==> src/hdl/breakpoint_match_table_top_defines.svh <==
// Assertion macros shared by the breakpoint table RTL.
`ifndef BREAKPOINT_MATCH_TABLE_TOP_DEFINES_SVH
`define BREAKPOINT_MATCH_TABLE_TOP_DEFINES_SVH

// Same-cycle implication, checked out of reset.
`define BMT_ASSERT_SAME(lbl, ante, cons) \
    lbl: assert property (@(posedge clk) disable iff (!rst_n) (ante) |-> (cons)) \
        else $error("breakpoint table check failed");

// Next-cycle implication, checked out of reset.
`define BMT_ASSERT_NEXT(lbl, ante, cons) \
    lbl: assert property (@(posedge clk) disable iff (!rst_n) (ante) |=> (cons)) \
        else $error("breakpoint table sequencing failed");

`endif

==> src/hdl/bmt_pkg.sv <==
`default_nettype none
package bmt_pkg;

    localparam int ENTRIES = 8;
    localparam int SLOT_W  = (ENTRIES > 1) ? $clog2(ENTRIES) : 1;
    localparam int ADDR_W  = 24;
    localparam int CMD_W   = 3;
    localparam int IDX_W   = 3;
    localparam int TIME_W  = 32;
    localparam int IN_W    = 64;
    localparam int OUT_W   = 96;

    typedef enum logic [CMD_W-1:0] {
        CMD_SET,
        CMD_DELETE,
        CMD_CHECK,
        CMD_HIT,
        CMD_ENABLE,
        CMD_CLEAR,
        CMD_READDR,
        CMD_READ
    } cmd_t;

    typedef enum logic [2:0] {
        WR_NEW,
        WR_ENABLE,
        WR_FREE,
        WR_HIT,
        WR_CLEAR,
        WR_ADDR
    } wr_op_t;

    // Search token that walks down the row of cells.
    typedef struct packed {
        logic              valid;
        logic [ADDR_W-1:0] address;
        logic              loose;
        logic              match_found;
        logic [SLOT_W-1:0] match_slot;
        logic              free_found;
        logic [SLOT_W-1:0] free_slot;
        logic              qual_found;
        logic [SLOT_W-1:0] qual_slot;
    } scan_t;

    // Update broadcast to all cells; only the addressed one acts.
    typedef struct packed {
        logic              valid;
        logic [SLOT_W-1:0] slot;
        wr_op_t            op;
        logic [ADDR_W-1:0] address;
        logic              enable;
        logic [TIME_W-1:0] stamp;
    } wr_t;

    typedef struct packed {
        logic              used;
        logic [ADDR_W-1:0] address;
        logic              enabled;
        logic [TIME_W-1:0] hits;
        logic [TIME_W-1:0] stamp;
    } slot_t;

endpackage
`default_nettype wire

==> src/hdl/bmt_cell.sv <==
`default_nettype none
module bmt_cell (
    input  wire logic                       clk,
    input  wire logic                       rst_n,
    input  wire logic [bmt_pkg::SLOT_W-1:0] cell_index,
    input  wire bmt_pkg::scan_t             scan_in,
    output bmt_pkg::scan_t                  scan_out,
    input  wire bmt_pkg::wr_t               wr,
    output bmt_pkg::slot_t                  slot
);

    bmt_pkg::scan_t scan_reg;
    bmt_pkg::scan_t scan_next;
    bmt_pkg::slot_t slot_reg;
    bmt_pkg::slot_t slot_next;
    logic           addr_hit;
    logic           wr_sel;

    assign addr_hit = slot_reg.used && (slot_reg.address == scan_in.address);
    assign wr_sel   = wr.valid && (wr.slot == cell_index);

    // Lower cells already claimed a slot: keep theirs, else claim this one.
    always_comb
    begin
        scan_next = scan_in;
        if (addr_hit && !scan_in.match_found)
        begin
            scan_next.match_found = 1'b1;
            scan_next.match_slot  = cell_index;
        end
        if (!slot_reg.used && !scan_in.free_found)
        begin
            scan_next.free_found = 1'b1;
            scan_next.free_slot  = cell_index;
        end
        if (addr_hit && (scan_in.loose || slot_reg.enabled) && !scan_in.qual_found)
        begin
            scan_next.qual_found = 1'b1;
            scan_next.qual_slot  = cell_index;
        end
    end

    always_comb
    begin
        slot_next = slot_reg;
        if (wr_sel)
        begin
            case (wr.op)
                bmt_pkg::WR_NEW:
                begin
                    slot_next.used    = 1'b1;
                    slot_next.address = wr.address;
                    slot_next.enabled = wr.enable;
                    slot_next.hits    = '0;
                    slot_next.stamp   = '0;
                end
                bmt_pkg::WR_ENABLE:
                begin
                    if (slot_reg.used)
                    begin
                        slot_next.enabled = wr.enable;
                    end
                end
                bmt_pkg::WR_FREE:
                begin
                    slot_next.used = 1'b0;
                end
                bmt_pkg::WR_HIT:
                begin
                    slot_next.stamp = wr.stamp;
                    slot_next.hits  = slot_reg.hits + bmt_pkg::TIME_W'(1);
                end
                bmt_pkg::WR_CLEAR:
                begin
                    if (slot_reg.used)
                    begin
                        slot_next.hits  = '0;
                        slot_next.stamp = '0;
                    end
                end
                bmt_pkg::WR_ADDR:
                begin
                    if (slot_reg.used)
                    begin
                        slot_next.address = wr.address;
                    end
                end
                default:
                begin
                    slot_next = slot_reg;
                end
            endcase
        end
    end

    always_ff @(posedge clk or negedge rst_n)
    begin
        if (!rst_n)
        begin
            scan_reg <= '0;
            slot_reg <= '0;
        end
        else
        begin
            scan_reg <= scan_next;
            slot_reg <= slot_next;
        end
    end

    assign scan_out = scan_reg;
    assign slot     = slot_reg;

endmodule
`default_nettype wire

==> src/hdl/breakpoint_match_table_top.sv <==
// Each command runs a search token down a row of ENTRIES cells, one cell per cycle.
// Path: the cell registers, then S_APPLY, then S_FINISH, then the output register.
// A new command is taken only in S_IDLE, once the last one has left S_FINISH.
// Input is taken again while a result waits; a new result waits for the output register.
// Reset: asynchronous, active low; clears every slot and the checking flag, drops the output.
`default_nettype none
module breakpoint_match_table_top (
    input  wire logic                      clk,
    input  wire logic                      rst_n,
    input  wire logic                      s_tvalid,
    output logic                           s_tready,
    // command[2:0], address[26:3], enable_flag[27], match_disabled_too[28],
    // entry_index[31:29], timestamp[63:32]
    input  wire logic [bmt_pkg::IN_W-1:0]  s_tdata,
    output logic                           m_tvalid,
    input  wire logic                      m_tready,
    // found[0], match_index[3:1], table_full[4], entry_used[5], entry_address[29:6],
    // entry_enabled[30], entry_hits[62:31], entry_time[94:63], any_enabled[95]
    output logic [bmt_pkg::OUT_W-1:0]      m_tdata
);

    typedef enum logic [1:0] {
        S_IDLE,
        S_SCAN,
        S_APPLY,
        S_FINISH
    } state_t;

    state_t                          state_reg, state_next;
    bmt_pkg::cmd_t                   cmd_reg, cmd_next;
    logic                            en_flag_reg, en_flag_next;
    logic [bmt_pkg::IDX_W-1:0]       idx_reg, idx_next;
    logic [bmt_pkg::TIME_W-1:0]      time_reg, time_next;
    bmt_pkg::wr_t                    wr_reg, wr_next;
    logic                            found_reg, found_next;
    logic [bmt_pkg::IDX_W-1:0]       mindex_reg, mindex_next;
    logic                            full_reg, full_next;
    logic                            out_valid_reg, out_valid_next;
    logic [bmt_pkg::OUT_W-1:0]       out_data_reg, out_data_next;

    bmt_pkg::scan_t                  scan_head;
    bmt_pkg::scan_t                  chain [bmt_pkg::ENTRIES+1];
    bmt_pkg::slot_t                  slots [bmt_pkg::ENTRIES];
    bmt_pkg::scan_t                  scan_end;
    bmt_pkg::slot_t                  rd_slot;
    logic [bmt_pkg::ENTRIES-1:0]     live_en;
    logic                            any_en;
    logic                            idx_ok;
    logic                            in_beat;
    logic [bmt_pkg::SLOT_W-1:0]      idx_slot;

    assign in_beat  = s_tvalid && s_tready;
    assign s_tready = (state_reg == S_IDLE);
    assign m_tvalid = out_valid_reg;
    assign m_tdata  = out_data_reg;

    always_comb
    begin
        scan_head         = '0;
        scan_head.valid   = in_beat;
        scan_head.address = s_tdata[26:3];
        scan_head.loose   = s_tdata[28];
    end

    assign chain[0] = scan_head;

    genvar g;
    generate
        for (g = 0; g < bmt_pkg::ENTRIES; g++)
        begin : g_cell
            bmt_cell u_cell (
                .clk        (clk),
                .rst_n      (rst_n),
                .cell_index (bmt_pkg::SLOT_W'(g)),
                .scan_in    (chain[g]),
                .scan_out   (chain[g+1]),
                .wr         (wr_reg),
                .slot       (slots[g])
            );
            assign live_en[g] = slots[g].used && slots[g].enabled;
        end
    endgenerate

    assign scan_end = chain[bmt_pkg::ENTRIES];
    assign any_en   = |live_en;
    assign idx_ok   = (32'(idx_reg) < bmt_pkg::ENTRIES);
    assign idx_slot = bmt_pkg::SLOT_W'(idx_reg);
    assign rd_slot  = slots[idx_slot];

    always_comb
    begin
        state_next     = state_reg;
        cmd_next       = cmd_reg;
        en_flag_next   = en_flag_reg;
        idx_next       = idx_reg;
        time_next      = time_reg;
        wr_next        = wr_reg;
        found_next     = found_reg;
        mindex_next    = mindex_reg;
        full_next      = full_reg;
        out_valid_next = out_valid_reg;
        out_data_next  = out_data_reg;

        if (out_valid_reg && m_tready)
        begin
            out_valid_next = 1'b0;
        end

        case (state_reg)
            S_IDLE:
            begin
                if (in_beat)
                begin
                    cmd_next     = bmt_pkg::cmd_t'(s_tdata[2:0]);
                    en_flag_next = s_tdata[27];
                    idx_next     = s_tdata[31:29];
                    time_next    = s_tdata[63:32];
                    found_next   = 1'b0;
                    mindex_next  = '0;
                    full_next    = 1'b0;
                    state_next   = S_SCAN;
                end
            end
            S_SCAN:
            begin
                if (scan_end.valid)
                begin
                    wr_next         = '0;
                    wr_next.address = scan_end.address;
                    wr_next.enable  = en_flag_reg;
                    wr_next.stamp   = time_reg;
                    case (cmd_reg)
                        bmt_pkg::CMD_SET:
                        begin
                            if (scan_end.match_found)
                            begin
                                wr_next.valid = 1'b1;
                                wr_next.slot  = scan_end.match_slot;
                                wr_next.op    = bmt_pkg::WR_ENABLE;
                            end
                            else if (scan_end.free_found)
                            begin
                                wr_next.valid = 1'b1;
                                wr_next.slot  = scan_end.free_slot;
                                wr_next.op    = bmt_pkg::WR_NEW;
                            end
                            else
                            begin
                                full_next = 1'b1;
                            end
                        end
                        bmt_pkg::CMD_DELETE:
                        begin
                            wr_next.valid = scan_end.match_found;
                            wr_next.slot  = scan_end.match_slot;
                            wr_next.op    = bmt_pkg::WR_FREE;
                        end
                        bmt_pkg::CMD_CHECK:
                        begin
                            if (scan_end.qual_found && any_en)
                            begin
                                found_next  = 1'b1;
                                mindex_next = bmt_pkg::IDX_W'(scan_end.qual_slot);
                            end
                        end
                        bmt_pkg::CMD_HIT:
                        begin
                            wr_next.valid = scan_end.match_found;
                            wr_next.slot  = scan_end.match_slot;
                            wr_next.op    = bmt_pkg::WR_HIT;
                        end
                        bmt_pkg::CMD_ENABLE:
                        begin
                            wr_next.valid = idx_ok;
                            wr_next.slot  = idx_slot;
                            wr_next.op    = bmt_pkg::WR_ENABLE;
                        end
                        bmt_pkg::CMD_CLEAR:
                        begin
                            wr_next.valid = idx_ok;
                            wr_next.slot  = idx_slot;
                            wr_next.op    = bmt_pkg::WR_CLEAR;
                        end
                        bmt_pkg::CMD_READDR:
                        begin
                            wr_next.valid = idx_ok;
                            wr_next.slot  = idx_slot;
                            wr_next.op    = bmt_pkg::WR_ADDR;
                        end
                        default:
                        begin
                            wr_next.valid = 1'b0;
                        end
                    endcase
                    state_next = S_APPLY;
                end
            end
            S_APPLY:
            begin
                // cells take the update at this edge
                wr_next.valid = 1'b0;
                state_next    = S_FINISH;
            end
            S_FINISH:
            begin
                // hold until the output register is free
                if (!out_valid_reg || m_tready)
                begin
                    out_valid_next = 1'b1;
                    out_data_next  = '0;
                    out_data_next[0]   = found_reg;
                    out_data_next[3:1] = mindex_reg;
                    out_data_next[4]   = full_reg;
                    if ((cmd_reg == bmt_pkg::CMD_READ) && idx_ok)
                    begin
                        out_data_next[5]     = rd_slot.used;
                        out_data_next[29:6]  = rd_slot.address;
                        out_data_next[30]    = rd_slot.enabled;
                        out_data_next[62:31] = rd_slot.hits;
                        out_data_next[94:63] = rd_slot.stamp;
                    end
                    out_data_next[95] = any_en;
                    state_next        = S_IDLE;
                end
            end
            default:
            begin
                state_next = S_IDLE;
            end
        endcase
    end

    always_ff @(posedge clk or negedge rst_n)
    begin
        if (!rst_n)
        begin
            state_reg     <= S_IDLE;
            cmd_reg       <= bmt_pkg::CMD_SET;
            en_flag_reg   <= 1'b0;
            idx_reg       <= '0;
            time_reg      <= '0;
            wr_reg        <= '0;
            found_reg     <= 1'b0;
            mindex_reg    <= '0;
            full_reg      <= 1'b0;
            out_valid_reg <= 1'b0;
            out_data_reg  <= '0;
        end
        else
        begin
            state_reg     <= state_next;
            cmd_reg       <= cmd_next;
            en_flag_reg   <= en_flag_next;
            idx_reg       <= idx_next;
            time_reg      <= time_next;
            wr_reg        <= wr_next;
            found_reg     <= found_next;
            mindex_reg    <= mindex_next;
            full_reg      <= full_next;
            out_valid_reg <= out_valid_next;
            out_data_reg  <= out_data_next;
        end
    end

`include "breakpoint_match_table_top_defines.svh"

    `BMT_ASSERT_NEXT(a_accept_starts_scan, in_beat, state_reg == S_SCAN)
    `BMT_ASSERT_SAME(a_token_only_in_scan, scan_end.valid, state_reg == S_SCAN)
    `BMT_ASSERT_SAME(a_update_only_in_apply, wr_reg.valid, state_reg == S_APPLY)
    `BMT_ASSERT_SAME(a_found_full_exclusive, out_valid_reg, !(out_data_reg[0] && out_data_reg[4]))

endmodule
`default_nettype wire

==> config.mk <==
export PLATFORM = sky130hd
export DESIGN_NAME = breakpoint_match_table_top
export DESIGN_NICKNAME = d
export VERILOG_FILES = /design/src/hdl/bmt_pkg.sv /design/src/hdl/bmt_cell.sv /design/src/hdl/breakpoint_match_table_top.sv
export VERILOG_INCLUDE_DIRS = /design/src /design/src/hdl
export SDC_FILE = /design/constraint.sdc
export NUM_CORES = 2
export LEC_CHECK = 0
export ABC_AREA = 0
export BUFFER_PORTS_ARGS = -buffer_cell sky130_fd_sc_hd__buf_2
export CELL_PAD_IN_SITES_DETAIL_PLACEMENT = 1
export CELL_PAD_IN_SITES_GLOBAL_PLACEMENT = 1
export CORE_ASPECT_RATIO = 1.4
export CORE_MARGIN = 8
export CORE_UTILIZATION = 46
export CTS_CLUSTER_DIAMETER = 30
export CTS_CLUSTER_SIZE = 40
export DETAILED_ROUTE_END_ITERATION = 6
export PLACE_DENSITY_LB_ADDON = 0.1
export SKIP_CTS_REPAIR_TIMING = 1
export SLEW_MARGIN = 30
export SYNTH_ARGS = -nofsm -noshare
export SYNTH_HDL_FRONTEND = slang
export SYNTH_SLANG_ARGS = --single-unit
export TNS_END_PERCENT = 1
==> constraint.sdc <==
create_clock -name clk -period 2.4 [get_ports clk]
set_input_delay 0.36 -clock clk [delete_from_list [all_inputs] [get_ports clk]]
set_output_delay 0.36 -clock clk [all_outputs]
set_load 0.02 [all_outputs]
==> results.md <==
- The die is 419 um tall.
- In this run the clock root is driven by a clkbuf_16.
- The most instantiated flip-flop cell in the synthesis netlist is dfrtp_1.
- The initial standard-cell utilization of the core is 46.4%.
- Averaged over all synthesized cells, the footprint is 12.0 sq um.
- In the detailed route, the total length drawn on met3 is 7480 um.
- The sequential cell area fraction in the yosys report is 56.8%.
- The total vias in the final route is 39.0k.
- The per-cell routed wire length is 27.1 um.
- The kind of critical path is register to register.
- Entering global routing, the biggest net connects 103 pins.
- Setup violations remaining at the end of the flow were counted as 0.
- The capturing element type of the critical path is a register.
- The combined area of all synthesized cells is 53200 sq um.
- Leaving out fill and tap cells, the most frequent cell in the layout is dfrtp_1.
- The portion of total power attributed to sequential cells is 36.1%.
- The routed wire length on met2 is 94400 um.
- The standby leakage power is 30.1 nW.
- The width of the die is 304 um.
- The total number of nets in the final design is 5030.
- The via density per instance is 5.89.
- The final clock skew is 0.0229 ns.
- The global-route wire length before repair is 272000 um.
- In the post-synthesis netlist, the biggest area contributors are dfrtp_1, mux4_2, mux2_2, nand2_1, xnor2_1.
- The register with the most flip-flops in the layout has 720 of them.
- The final worst setup slack is 0.0116 ns.
- The floorplan has 147 rows.
- The warning count from the yosys run is 0.
- After detailed routing, the number of remaining DRC violations is 0.
- STA classifies the critical path startpoint as a register.
- The post-route fraction of the period consumed by the critical path is 99.5%.
- The maximum resistive drop on vdd is 0.000840 V.
- The first-pass iteration count of the detailed router is 5.
- The power per unit of standard cell area is 1070 nW/um^2.
- After global routing the overflow that remains totals 0.
- Routability-driven placement finished with a final weighted congestion of 0.929.
- The number of antenna violations at the first check in global routing is 6.
- In this run the critical register-to-register path is captured at g_cell[6].u_cell.slot[57]$_DFFE_PN0P_.
- For this run, the top clock speed supported by timing is 419 MHz.
- The finished layout holds 6623 standard cells, fillers aside.
- The max-slew headroom at the worst pin is 44.5%.
- The floorplan step defined a die boundary enclosing 127000 sq um.
- The first routing iteration left 2429 violations.
- The setup slack of the most critical reg-to-reg path is 0.01 ns.
- For this run, the total global-route usage over all layers was measured as 28.5%.
- After floorplanning, the core was sized to cover 115000 sq um.
- The number of placed instances, taps included is 6165.
- In this run, the clock network consumes 43.9% of the power.
- Data arrives at the worst endpoint at 3.11 ns.
- The register area is 30300 sq um.
- Counting the fill cells in the layout gives 11.5k.
- Counting every net in the synthesized netlist gives 4523.
- The run finished with clean final reports.
- The number of buffers added on ports is 165.
- The hold violation count in the final report came to 0.
- The count of distinct cell types in the synthesized netlist is 73.
- The number of standard cells after synthesis is 4443.
- The pre-CTS setup slack is -0.0849 ns.
- dfrtp_1 takes more of the synthesized area than any other cell.
- No sink is reached through more buffers than the 3 on the longest clock path.
- Counting the buffers created by CTS gives 208.
- The worst-skew pair later-pin latency is 0.82 ns.
- Counting cells, the worst reg-to-reg path comes to 6.
- The number of pins exceeding their max-slew limit in the final report is 0.
- The TritonCTS clock tree is done.
- The via count of the first global-routing pass is 42.8k.
- The H-tree was split into 4 levels.
- The transition time at the pin with the least slew margin is 0.830 ns.
- The antenna violation net count after detailed routing is 0.
- The detailed router used layers up to and including met4.
- The met1 wire length is 68100 um.
- Summed over its instances, the top area cell type makes up 56.8% of the synthesized netlist area.
- The class of the worst hold path is input port to async pin.
- The post-CTS clock slew at the launch and capture registers of the worst setup and hold paths is 0.05 ns.
- The estimated wirelength of the detail-placed design is 122000 um.
- The minimum clock period is 2.39 ns.
- The required time reported for the critical path endpoint is 3.12 ns.
- The final layout contains routed wiring with a total length of 180000 um.
- The I/O pin count is 166.
- The combined area of the multi-input logic cells is 22100 sq um.
- The internal power of the cells is 49.3 mW.
- The total chip power is 71.4 mW.
- The worst register-to-register path begins at wr_reg[58]$_DFFE_PN0P_.
- The max-cap check violation count is 0.
- Hold timing on the final database bottoms out at a slack of 0.0502 ns.
- For this design the total switching power over the nets is 22.1 mW.
- Setup repair after global routing could not meet its margin everywhere.
- The clock drives 1209 sinks.
- Along the worst path, the maximum fanout reaches 8.
- In the synthesized netlist the async set-or-reset flop fraction comes to 100%.
- The flop and latch count out of synthesis is 1209.
- Of the total power, the share spent switching nets is 30.9%.
- The area growth from synthesis to layout is 25.5%.
- The number of enable-type register cells in the synthesized netlist is 0.
- The library cells used most frequently in the layout, excluding fill and tap cells, are dfrtp_1, nand2_1, o21ai_0.
- Cells with a size suffix above 1 make up 27.0% of the layout.
- The combinational cell fraction of total power is 20.0%.
-- kinds of logic (layout without fill, tap and decap cells) --
family                     Yosys count  in the layout  synth area share [%]
DFF                               1209           1209                  56.8
other                                0              3                     0
adders and majority gates           12             12                 0.282
xor gates and xnor gates           371            371                  6.10
AOI/OAI and AO/OA                  617            617                  7.16
buffers and inverters              312            999                  2.31
and+or+nand+nor                   1399           1399                  12.7
muxes                              523            523                  14.7
-- metrics by stage --
stage | area (sq um) | util [%] | TNS, ns
3_5_place_dp | 58500 | 51.0 | -0.409
2_1_floorplan | 53200 | - | 0
5_1_grt | 66800 | 58.2 | -0.529
4_1_cts | 66000 | 57.5 | -0.695
3_3_place_gp | 58500 | 51.0 | -0.162
6_report | 66800 | 58.2 | 0
-- how the worst max path moves through the flow --
stage / end / start / depth (start not counted)
after floorplan: mindex_reg[0]$_DFFE_PN0P_ / state_reg[1]$_DFFE_PN0P_ / 8
after detailed placement: g_cell[2].u_cell.slot[63]$_DFFE_PN0P_ / wr_reg[58]$_DFFE_PN0P_ / 8
final: g_cell[6].u_cell.slot[57]$_DFFE_PN0P_ / wr_reg[58]$_DFFE_PN0P_ / 6
after global placement: g_cell[1].u_cell.slot[61]$_DFFE_PN0P_ / wr_reg[63]$_DFFE_PN0P_ / 6
after CTS: g_cell[1].u_cell.slot[61]$_DFFE_PN0P_ / wr_reg[63]$_DFFE_PN0P_ / 6
after global routing: g_cell[4].u_cell.slot[58]$_DFFE_PN0P_ / wr_reg[57]$_DFFE_PN0P_ / 8
-- synthesized netlist by cell type, types with 4 or more instances --
master,count
dfrtp_1,1209
nand2_1,597
o21ai_0,330
mux2_2,252
xnor2_1,241
nor2_1,228
mux4_2,180
clkbuf_1,168
xor2_1,130
nor4_1,99
nand4_1,96
mux2i_1,91
nand3_1,83
a21oi_1,75
nor3_1,75
a22o_1,73
inv_1,56
buf_1,45
buf_2,42
and4_1,35
or3_1,34
and3_1,31
o31ai_1,30
o21bai_1,28
or4_1,22
and2_1,18
nand2b_1,15
or2_2,15
ha_1,12
nor2b_1,11
o21a_1,10
a2111oi_0,9
o2111ai_1,8
a22oi_1,7
nor4b_1,5
o211ai_1,5
a211oi_1,4
a31oi_1,4
nand4b_1,4
o31a_1,4
o41ai_1,4
or4b_2,4
-- power by group through the flow --
stage	Sequential [mW]	Combinational, mW	Clock, mW
2_1_floorplan	24.7	8.30	0
3_3_place_gp	25.8	13.9	0
3_5_place_dp	25.9	14.1	0
4_1_cts	25.7	14.3	31.8
5_1_grt	26.1	15.1	32.7
6_report	25.7	14.3	31.4
-- layout make-up --
cell class | count | share of cell area [%]
sequential | 1209 | 45.3
timing repair buffer | 553 | 7.32
clock inverter | 130 | 2.65
antenna | 3 | 0.0112
tap | 1490 | 2.79
multi-input combinational | 2922 | 33.0
inverter | 56 | 0.315
clock buffer | 260 | 8.61
-- layer usage --
| metal | vias up | global-route usage (%) |
|---|---|---|
| li1 | 16900 | - |
| met1 | 20600 | 33.2 |
| met2 | 1043 | 50.7 |
| met3 | 392 | 4.42 |
| met4 | 0 | 14.4 |
| met5 | - | 0 |
-- critical path, stage by stage, from the launching register on --
cell	delay (ns)
dfrtp_2	0.45
or2_1	0.29
buf_12	0.16
a221o_2	0.45
nor4_4	0.31
or4b_1	0.47
a21oi_1	0.17
Note: power is estimated with default switching activity, not from simulation.
